<file path="config.mk">
export PLATFORM = sky130hd
export DESIGN_NAME = vt2d_cfg_regs_flat
export DESIGN_NICKNAME = d
export VERILOG_FILES = /design/src/vt2d_pkg.sv /design/src/vt2d_cfg_if.sv /design/src/vt2d_cfg_regs.sv /design/src/flat_wrapper.sv
export SDC_FILE = /design/constraint.sdc
export NUM_CORES = 1
export LEC_CHECK = 0
export ABC_AREA = 1
export BUFFER_PORTS_ARGS = -buffer_cell sky130_fd_sc_hd__buf_2
export CORE_MARGIN = 4
export CORE_UTILIZATION = 46
export DETAILED_ROUTE_END_ITERATION = 10
export GPL_TIMING_DRIVEN = 0
export PLACE_DENSITY = 0.75
export SYNTH_ARGS = -nofsm -noshare
export SYNTH_HDL_FRONTEND = slang
export SYNTH_SLANG_ARGS = --single-unit
</file>
<file path="constraint.sdc">
create_clock -name i_clk -period 0.8 [get_ports i_clk]
set_input_delay 0.04 -clock i_clk [delete_from_list [all_inputs] [get_ports i_clk]]
set_output_delay 0.04 -clock i_clk [all_outputs]
set_load 0.02 [all_outputs]
</file>
<file path="src/vt2d_pkg.sv">
`timescale 1ns / 1ps

package vt2d_pkg;

    localparam int COORD_W = 32;
    localparam int COEF_W  = 16;
    localparam int OP_W    = 3;
    localparam int CFG_IDX_W  = 3;
    localparam int CFG_DATA_W = 32;

    // product of a coordinate and a coefficient, and one guard bit for sums
    localparam int PROD_W = COORD_W + COEF_W;
    localparam int SUM_W  = PROD_W + 1;
    // widest value that reaches the saturation stage
    localparam int SAT_W  = 41;

    localparam logic [OP_W-1:0] OP_TRANSLATE = 3'd0;
    localparam logic [OP_W-1:0] OP_ROTATE    = 3'd1;
    localparam logic [OP_W-1:0] OP_SCALE     = 3'd2;
    localparam logic [OP_W-1:0] OP_SHEAR     = 3'd3;
    localparam logic [OP_W-1:0] OP_REFLECT   = 3'd4;

    localparam logic [CFG_IDX_W-1:0] CFG_OFFSET_X = 3'd0;
    localparam logic [CFG_IDX_W-1:0] CFG_OFFSET_Y = 3'd1;
    localparam logic [CFG_IDX_W-1:0] CFG_ROT_COS  = 3'd2;
    localparam logic [CFG_IDX_W-1:0] CFG_ROT_SIN  = 3'd3;
    localparam logic [CFG_IDX_W-1:0] CFG_SCALE_X  = 3'd4;
    localparam logic [CFG_IDX_W-1:0] CFG_SCALE_Y  = 3'd5;
    localparam logic [CFG_IDX_W-1:0] CFG_SHEAR_X  = 3'd6;
    localparam logic [CFG_IDX_W-1:0] CFG_SHEAR_Y  = 3'd7;

    localparam logic signed [COORD_W-1:0] RST_OFFSET_X = 32'sd1310720;
    localparam logic signed [COORD_W-1:0] RST_OFFSET_Y = 32'sd1310720;
    localparam logic signed [COEF_W-1:0]  RST_ROT_COS  = -16'sd8192;
    localparam logic signed [COEF_W-1:0]  RST_ROT_SIN  = 16'sd14189;
    localparam logic signed [COEF_W-1:0]  RST_SCALE_X  = 16'sd384;
    localparam logic signed [COEF_W-1:0]  RST_SCALE_Y  = 16'sd384;
    localparam logic signed [COEF_W-1:0]  RST_SHEAR_X  = 16'sd128;
    localparam logic signed [COEF_W-1:0]  RST_SHEAR_Y  = 16'sd0;

    typedef struct packed {
        logic signed [COORD_W-1:0] offset_x;
        logic signed [COORD_W-1:0] offset_y;
        logic signed [COEF_W-1:0]  rot_cos;
        logic signed [COEF_W-1:0]  rot_sin;
        logic signed [COEF_W-1:0]  scale_x;
        logic signed [COEF_W-1:0]  scale_y;
        logic signed [COEF_W-1:0]  shear_x;
        logic signed [COEF_W-1:0]  shear_y;
    } t_cfg;

    typedef struct packed {
        logic signed [COORD_W-1:0] val;
        logic                      ovf;
    } t_sat;

    // clamp to the signed coordinate range
    function automatic t_sat sat_coord(input logic signed [SAT_W-1:0] v);
        t_sat r;
        logic signed [SAT_W-1:0] hi;
        logic signed [SAT_W-1:0] lo;
        hi = SAT_W'(2147483647);
        lo = ~hi;
        if (v > hi) begin
            r.val = 32'sh7fffffff;
            r.ovf = 1'b1;
        end else if (v < lo) begin
            r.val = 32'sh80000000;
            r.ovf = 1'b1;
        end else begin
            r.val = v[COORD_W-1:0];
            r.ovf = 1'b0;
        end
        return r;
    endfunction

endpackage

</file>
<file path="src/vt2d_cfg_if.sv">
`timescale 1ns / 1ps

interface vt2d_cfg_if;
    import vt2d_pkg::*;

    logic                  valid;
    logic                  ready;
    logic [CFG_IDX_W-1:0]  index;
    logic [CFG_DATA_W-1:0] data;

    modport source (output valid, index, data, input ready);
    modport sink   (input valid, index, data, output ready);
endinterface

</file>
<file path="src/vt2d_cfg_regs.sv">
`timescale 1ns / 1ps

module vt2d_cfg_regs (
    input  logic            i_clk,
    input  logic            i_rst_n,
    vt2d_cfg_if.sink        i_cfg,
    output vt2d_pkg::t_cfg  o_cfg
);
    import vt2d_pkg::*;

    t_cfg r_cfg;

    assign i_cfg.ready = 1'b1;
    assign o_cfg       = r_cfg;

    always_ff @(posedge i_clk) begin
        if (!i_rst_n) begin
            r_cfg.offset_x <= RST_OFFSET_X;
            r_cfg.offset_y <= RST_OFFSET_Y;
            r_cfg.rot_cos  <= RST_ROT_COS;
            r_cfg.rot_sin  <= RST_ROT_SIN;
            r_cfg.scale_x  <= RST_SCALE_X;
            r_cfg.scale_y  <= RST_SCALE_Y;
            r_cfg.shear_x  <= RST_SHEAR_X;
            r_cfg.shear_y  <= RST_SHEAR_Y;
        end else if (i_cfg.valid) begin
            unique case (i_cfg.index)
                CFG_OFFSET_X: r_cfg.offset_x <= i_cfg.data;
                CFG_OFFSET_Y: r_cfg.offset_y <= i_cfg.data;
                CFG_ROT_COS:  r_cfg.rot_cos  <= i_cfg.data[COEF_W-1:0];
                CFG_ROT_SIN:  r_cfg.rot_sin  <= i_cfg.data[COEF_W-1:0];
                CFG_SCALE_X:  r_cfg.scale_x  <= i_cfg.data[COEF_W-1:0];
                CFG_SCALE_Y:  r_cfg.scale_y  <= i_cfg.data[COEF_W-1:0];
                CFG_SHEAR_X:  r_cfg.shear_x  <= i_cfg.data[COEF_W-1:0];
                CFG_SHEAR_Y:  r_cfg.shear_y  <= i_cfg.data[COEF_W-1:0];
                default: ;
            endcase
        end
    end
endmodule

</file>
<file path="src/flat_wrapper.sv">
// flat-port wrapper written by rule: the top's interface ports become plain ports
module vt2d_cfg_regs_flat import vt2d_pkg::*;
  (i_clk, i_rst_n, o_cfg, i_cfg_valid, i_cfg_index, i_cfg_data, i_cfg_ready);
  vt2d_cfg_if i_cfg_i ();
  input  logic i_clk;
  input  logic i_rst_n;
  output vt2d_pkg::t_cfg o_cfg;
  input wire logic [$bits(i_cfg_i.valid)-1:0] i_cfg_valid;
  input wire logic [$bits(i_cfg_i.index)-1:0] i_cfg_index;
  input wire logic [$bits(i_cfg_i.data)-1:0] i_cfg_data;
  output wire logic [$bits(i_cfg_i.ready)-1:0] i_cfg_ready;
  assign i_cfg_i.valid = i_cfg_valid;
  assign i_cfg_i.index = i_cfg_index;
  assign i_cfg_i.data = i_cfg_data;
  assign i_cfg_ready = i_cfg_i.ready;
  vt2d_cfg_regs u_core (.i_clk(i_clk), .i_rst_n(i_rst_n), .i_cfg(i_cfg_i), .o_cfg(o_cfg));
endmodule
</file>
==> impl_summary.md, run 1 <==
Outcome
The run finished, with violations left. The final reports fail on negative setup slack.

Clocking
After clock tree synthesis, the clock-pin slew on the worst setup and hold paths is 0.06 ns. TritonCTS created 17 clock buffers. The longest clock path from root to sink contains 2 buffers. The count of clock tree sinks is 160. At the later pin of the worst-skew pair, clock insertion delay measures 0.44 ns. TritonCTS built the clock tree.

The depth of the CTS H-tree is 4. Clock tree synthesis selected as its root buffer the cell sky130_fd_sc_hd__clkbuf_16.

Worst setup path
The signal on the critical path passes through buf_6. The critical path capture point type is an output pin. The worst setup path is of the reg -> out kind. For this run, the slowest stage of the critical path takes 0.36 ns. The data required time of the critical path is roughly 0.76 ns. The combined buffer and inverter count along the critical path is 1. The data arrival time of the critical path is 0.93 ns. The cell with the biggest individual delay on the critical path is sky130_fd_sc_hd__dfxtp_2.

Grouping stages by cell kind, the critical path spends the most delay in flip-flops. STA classifies the critical path startpoint as a flip-flop. Of all nets on the critical path, the largest fanout is 2.

Detailed routing
In the routed design, unresolved DRC markers number 0. The via count of the routed design is roughly 7000. The final routed wire length divided by cell count is 17.1 um.

The number of detailed-routing iterations run before antenna repair is 7. The number of vias per cell is 5.09. The DRC violation total after the first TritonRoute iteration is 610. Wires add up to 23000 um.

The number of routed nets with antenna violations is 0.

Timing
The number of pins exceeding their max-slew limit in the final report is 0. The final worst clock skew is 0 ns. Setup repair after global routing could not meet its margin everywhere. The actual slew at the worst max-slew pin is ~0.58 ns. Measured against its own limit, the worst slew margin works out to 0.616. The total setup violations reported at the end of the flow is 160. The number of hold violations in the final report is 0.

For this run, the top clock speed supported by timing is 1030 MHz. The post-layout worst setup margin is -0.170 ns. The final period utilization is 1.21. The smallest clock period supported by the final layout is computed as 0.970 ns.

Power
The share of total power dissipated in combinational logic is 0.141. The static leakage is 0.00455 uW. Of the total power, the clock network draws 0.415. Dividing total power by cell area gives a power density of roughly 2000 mW/mm^2. Of the total power, the share spent switching nets is 0.266. The internal power of the cells totals ~14000 uW. The sequential group share of total power is 0.444. The worst supply voltage drop on vdd is 1.50 mV. The switching component of the power is 5110 uW.

Yosys
The number of storage elements in the synthesis netlist is 160. The post-synth net total is 934. The total standard cell area after synthesis is approximately 0.0063 mm^2.

Summed over all instances, the cell type with the most area after synthesis is sky130_fd_sc_hd__dfxtp_1. In the synthesized netlist, the number of instances is 896. The area fraction of the dominant cell type after synthesis is 0.509. The count of unique library cells instantiated by Yosys is 15. The Yosys warning count is 0. By area the synthesized netlist is led by sky130_fd_sc_hd__dfxtp_1 (51%), sky130_fd_sc_hd__nor2_1 (17%), sky130_fd_sc_hd__nand2_1 (12%), sky130_fd_sc_hd__nand3_1 (11%), sky130_fd_sc_hd__buf_2 (2.1%). The sequential-to-total area share from yosys stat is 0.509. A synthesized cell averages 7.03 um^2.

Floorplan
The height of the die is 125 um. The core footprint is 0.0133 mm^2. The die covers 0.0156 mm^2. The site row count is 42.

The overall die width is between 100 and 150 um. In this run the count of I/O pins placed on the die edge is 199. For this configuration, the core starts out at a cell density of 0.472.

Run
Across the run, the number of max-cap violations was 0.

GRT
The first global-routing pass estimated 35200 um of wire. The number of antenna violations at the first check in global routing is 0. The global-route usage over all layers is 0.287. The pin count of the biggest net entering global routing is 17. The via count of the first global-routing pass was roughly 6500. For this run the aggregate overflow at the end of global routing stands at 0.

Final layout
Of the cells placed in the final design, the portion with a size suffix greater than 1 is 0.403. In the layout the commonest cells are sky130_fd_sc_hd__nor2_1 (277), sky130_fd_sc_hd__nand2_1 (206), sky130_fd_sc_hd__buf_6 (160), sky130_fd_sc_hd__dfxtp_2 (160), sky130_fd_sc_hd__nand3_1 (144). After the last flow step, the layout net total stands at 1194. The register with the most flip-flops in the layout has 160 of them. The most common cell after layout, fill and taps aside is sky130_fd_sc_hd__nor2_1. The total of fill cells in the finished design is 988. The layout overhead on the synthesized area is 54.8%. With fillers left out, the area of the finished cells amounts to between 0.009 and 0.01 mm^2. The final instance count without filler cells is about 1300.

0 antenna diodes ended up in the layout.

Place
Once detailed placement completed, the half-perimeter wirelength came to 14200 um. Routability-driven placement finished with a final weighted congestion of 0.819. The count of buffers added on input and output ports is 196. Once placement finished, the instance area stood at 0.00750 mm^2. The cell count after placement is 1268.

Hold path
The type of the most critical hold path is in -> reg.
[per-layer routing]
metal | GRT usage | share of wire | up-vias
li1 | - | - | 3299
met1 | 0.343 | 0.38 | 3176
met2 | 0.480 | 0.49 | 315
met3 | 0.0878 | 0.091 | 59
met4 | 0.124 | 0.032 | 0
met5 | 0 | 0 | -
[per-stage QoR]
| stage | hold slack, ns | util | power, uW | setup WS [ns] | setup TNS (ns) |
|---|---|---|---|---|---|
| 5_1_grt | 0.0968 | 0.730 | 19800 | -0.188 | -24.51 |
| 2_1_floorplan | 0.153 | - | 9920 | -0.0262 | -0.715 |
| 4_1_cts | 0.0741 | 0.720 | 19100 | -0.168 | -21.64 |
| 3_3_place_gp | 0.254 | 0.562 | 10700 | -0.473 | -58.15 |
| 6_report | 0.0893 | 0.730 | 19200 | -0.170 | -21.02 |
| 3_5_place_dp | 0.257 | 0.562 | 10700 | -0.471 | -59.89 |
[power by group through the flow]
stage / registers [uW] / logic, uW / clock network, uW
floorplan: 8900 / 1020 / 0
global placement: 8560 / 2110 / 0
detailed placement: 8570 / 2130 / 0
CTS: 8510 / 2590 / 7960
global route: 8550 / 2900 / 8380
finish: 8520 / 2710 / 7970
[worst paths after layout]
kind	slack, ns	startpoint	depth (start not counted)	to
worst min-delay path	0.09	i_cfg_index[1]	5	u_core.o_cfg[39]
worst min register to register	0.46	u_core.o_cfg[64]	2	u_core.o_cfg[64]
worst max register to register	0.01	u_core.o_cfg[20]	4	u_core.o_cfg[20]
worst max-delay path	-0.17	u_core.o_cfg[134]	1	o_cfg[134]
[worst reg2reg max path, stage by stage, from the launching register on]
cell	delay, ns
sky130_fd_sc_hd__dfxtp_2	0.33
sky130_fd_sc_hd__buf_4	0.13
sky130_fd_sc_hd__buf_4	0.13
sky130_fd_sc_hd__nor2_2	0.07
sky130_fd_sc_hd__nor2_1	0.04
[cell usage after synthesis]
library cell,count
sky130_fd_sc_hd__nor2_1,278
sky130_fd_sc_hd__nand2_1,206
sky130_fd_sc_hd__dfxtp_1,160
sky130_fd_sc_hd__nand3_1,144
sky130_fd_sc_hd__inv_1,33
sky130_fd_sc_hd__buf_2,27
sky130_fd_sc_hd__buf_4,15
sky130_fd_sc_hd__buf_1,11
sky130_fd_sc_hd__nor2_2,5
sky130_fd_sc_hd__nor2_4,5
sky130_fd_sc_hd__clkbuf_1,4
sky130_fd_sc_hd__inv_2,3
sky130_fd_sc_hd__nand2_2,3
sky130_fd_sc_hd__conb_1,1
sky130_fd_sc_hd__o21ai_0,1
[final cells by class]
type | instances | area, um^2 | area share
Buffer | 57 | 334 | 0.0343
Clock buffer | 23 | 498 | 0.0511
Clock inverter | 9 | 81.3 | 0.00835
Sequential cell | 160 | 3400 | 0.349
Multi-Input combinational cell | 643 | 2680 | 0.275
Timing Repair Buffer | 241 | 2390 | 0.246
Tap cell | 176 | 220 | 0.0226
Inverter | 36 | 138 | 0.0141
[repair_timing]
action / 4_1_cts / 5_1_grt
hold buffers: 29 / 0
gates resized for setup: 483 / 17
endpoints found under the hold margin: 49 / 0
endpoints found under the setup margin: 168 / 216
pin swaps: 0 / 3
setup buffers: 4 / 12
[logic make-up after synthesis]
group           Yosys count  synth area share
other cells               1          0.000596
buf+inv                  93            0.0698
flops                   160             0.509
simple gates            641             0.420
compound gates            1          0.000794
Note: power is estimated with default switching activity, not from simulation.
==> inputs of run 2 (changes only) <==
Settings changed: CORE_ASPECT_RATIO from default to 0.75.
==> run 2 against run 1 <==
The flow still finishes with violations (negative setup slack). Die area grew 0.12%. Sequential power is essentially flat. Highest routed layer unchanged. Design area grew 0.71%. Count of clock-buffer cells in the layout shrank 3.
==> impl_summary.md, run 2 (synthesized netlist as in run 1, its figures left out) <==
Worst setup path
The largest delay contributor family on the critical path is flip-flops. The critical path is of the reg -> out type. The data arrival time of the critical path is 0.92 ns (about the same). The data required time of the critical path was 0.76 ns (about the same). The cell with the biggest individual delay on the critical path is sky130_fd_sc_hd__dfxtp_2. The worst setup path is captured at an output pin. The critical register-to-register path startpoint is u_core.o_cfg[46].

The worst setup path startpoint is u_core.o_cfg[67]. The delay of the slowest critical-path stage was 0.37 ns (about the same). The worst setup path is launched from a flip-flop. The maximum fanout along the worst path is 2 (unchanged).

Walking the worst path, the cells encountered are buf_6. The combined buffer and inverter count along the critical path is 1 (unchanged).

Timing
The number of pins exceeding their max-slew limit in the final report is 0 (unchanged). The highest clock rate is 1050 MHz (+1.4%). Setup repair after global routing could not meet its margin everywhere. The number of hold violations in the final report is 0 (unchanged). The total setup violations reported at the end of the flow is 160 (unchanged). The relative slew slack is 0.572 (-0.0443).

The final worst clock skew was 0 ns (unchanged). The final period demand of the worst path came to 0.956 ns (-0.0131 ns). The post-layout worst setup margin is -0.156 ns (+0.0131 ns).

The final period utilization is 1.20 (-0.0163). The actual slew at the worst max-slew pin came to 0.642 ns (+0.0664 ns).

Floorplan
The overall die width came to 143 um (+14%). The height of the die is 109 um (-13%). The site row count is 36 (-14%).

The initial core utilization is 0.477 (+0.00537). The area of the die is 0.0156 mm^2 (+0.12%). The total I/O pin count is 199 (unchanged). The core footprint is 0.0132 mm^2 (-1.1%).

GRT
The total congestion overflow is 0 (unchanged). The global-route met1 utilization is 0.384 (+0.0412). The routing usage on met2 was 0.480 (about the same). The global routing stage identified its most utilized layer as met2. The pin count of the biggest net entering global routing was 17 (unchanged). The first-pass GRT wire length is 35700 um (+1.5%). The global routing usage on met3 is 0.0839 (-0.00393). The global-route usage over all layers is 0.298 (+0.0104). The via count of the first global-routing pass is 6643 (+2.0%). The number of antenna violations at the first check in global routing was 0 (unchanged).

Run
The reported max-cap violation count was 0 (unchanged).

Clocking
The clock network latency to the later pin of the worst-skew pair is 0.42 ns (-0.02 ns). The count of clock tree sinks came to 160 (unchanged). The clock-pin slew of the registers on the worst-case setup and hold paths came to 0.07 ns (about the same). The maximum buffer depth of the clock tree was 2 (unchanged). The TritonCTS buffer count is 17 (unchanged). The depth of the CTS H-tree is 4 (unchanged). Clock tree synthesis selected as its root buffer the cell sky130_fd_sc_hd__clkbuf_16. TritonCTS built the clock tree.

Hold path
In this run the most critical hold path is launched from i_cfg_index[1]. In this run the worst hold path is classified as in -> reg.

Place
The cell count after placement was 1263 (-0.39%). The worst setup timing slack at the placement stage is -0.477 ns (-0.00640 ns). The final estimated routing congestion in global placement was 0.900 (+9.9%). The number of buffers inserted by port buffering is 196 (unchanged). The half-perimeter wire length of the detailed placement result is 14800 um (+3.9%).

Final layout
The layout overhead on the synthesized area is 55.9%. The most common cell after layout, fill and taps aside is sky130_fd_sc_hd__nor2_1. The number of nets in the finished design was 1189 (-0.42%).

The antenna cell count is 0 (unchanged). The final standard cell utilization of the core is 0.743 (+0.0135). In the layout the commonest cells are sky130_fd_sc_hd__nor2_1 (277), sky130_fd_sc_hd__nand2_1 (206), sky130_fd_sc_hd__buf_6 (161), sky130_fd_sc_hd__dfxtp_2 (160), sky130_fd_sc_hd__nand3_1 (144). The number of flip-flops under the largest register name is 160 (unchanged). The share of final-layout standard cells stronger than drive strength 1 was 0.401 (-0.00171). The final instance count without filler cells was 1335 (-0.74%).

Power
The relative contribution of the clock network to total power is 0.452 (+0.037). The part of the power in combinational logic was 0.132 (-0.009). The total power is 20500 uW (+6.9%). The worst supply voltage drop on vdd is 1.63 mV (+8.9%). The switching component of the power is 5290 uW (+3.4%). The sequential group share of total power is 0.416 (-0.028). The design internal power is 15200 uW (+8.1%). The power density over the cells is 2090 mW/mm^2 (+6.1%).

The static leakage is 0.00457 uW (+0.50%). The net switching share of the total power was 0.258 (-0.00859).

Detailed routing
The number of routed nets with antenna violations was 0 (unchanged). The number of design rule violations left after detail routing was 0 (unchanged). The final routed wire length divided by cell count came to 17.5 um (+2.4%). The DRC violation total after the first TritonRoute iteration came to 703 (+15%). The number of vias per cell was 5.21 (+2.4%).

The number of detailed-routing iterations run before antenna repair is 5 (-2). The via count of the routed design is 6958 (+1.6%). The final routed wirelength across all metal layers was 23400 um (+1.6%).

Outcome
The checks that failed: negative setup slack. The run finished, with violations left.
run 2: cell count changes in the layout (fill, tap and decap cells not counted), sizes merged:
cell	change
bufinv	+4
clkbuf	+2
inv	+1
buf	-10
clkinvlp	-2
run 2: path summary, 6_finish.rpt:
kind | slack (ns) | cells after the start | endpoint
max reg2reg | 0.04 | 3 | u_core.o_cfg[46]
max | -0.16 | 1 | o_cfg[67]
min reg2reg | 0.47 | 2 | u_core.o_cfg[40]
min | 0.10 | 5 | u_core.o_cfg[40]
run 2: per-stage QoR:
step / area [um^2] / hold slack, ns / setup TNS, ns
2_1_floorplan: 6300 / 0.153 / -0.715
3_3_place_gp: 7500 / 0.253 / -60.74
3_5_place_dp: 7500 / 0.258 / -60.79
4_1_cts: 9710 / 0.0854 / -20.22
5_1_grt: 9810 / 0.136 / -21.87
6_report: 9810 / 0.105 / -18.99
run 2: power groups by stage:
stage                     combinational (uW)  sequential [uW]  clock [uW]
after floorplan                         1020             8900           0
after global placement                  2120             8560           0
after detailed placement                2140             8570           0
after CTS                               2600             8520        9270
after global routing                    2910             8550        9630
final                                   2710             8530        9280
run 2: final cells by class:
| type | instances | area, um^2 |
|---|---|---|
| Buffer | 57 | 354 |
| Clock buffer | 20 | 467 |
| Clock inverter | 12 | 205 |
| Fill cell | 988 | 3390 |
| Inverter | 36 | 138 |
| Multi-Input combinational cell | 643 | 2680 |
| Sequential cell | 160 | 3400 |
| Tap cell | 171 | 214 |
| Timing Repair Buffer | 236 | 2350 |
run 2: routing by layer:
metal	vias to the layer above	routed length, um
met3	59	2150
met1	3255	9830
met2	345	10700
met5	-	0
li1	3299	-
met4	0	695
run 2: timing repair:
action / in CTS / in global routing
resized for setup: 484 / 24
setup endpoints to repair: 183 / 244
endpoints found under the hold margin: 49 / 0
buffers inserted: 5 / 6
pin swaps: 0 / 1
hold buffers: 29 / 0
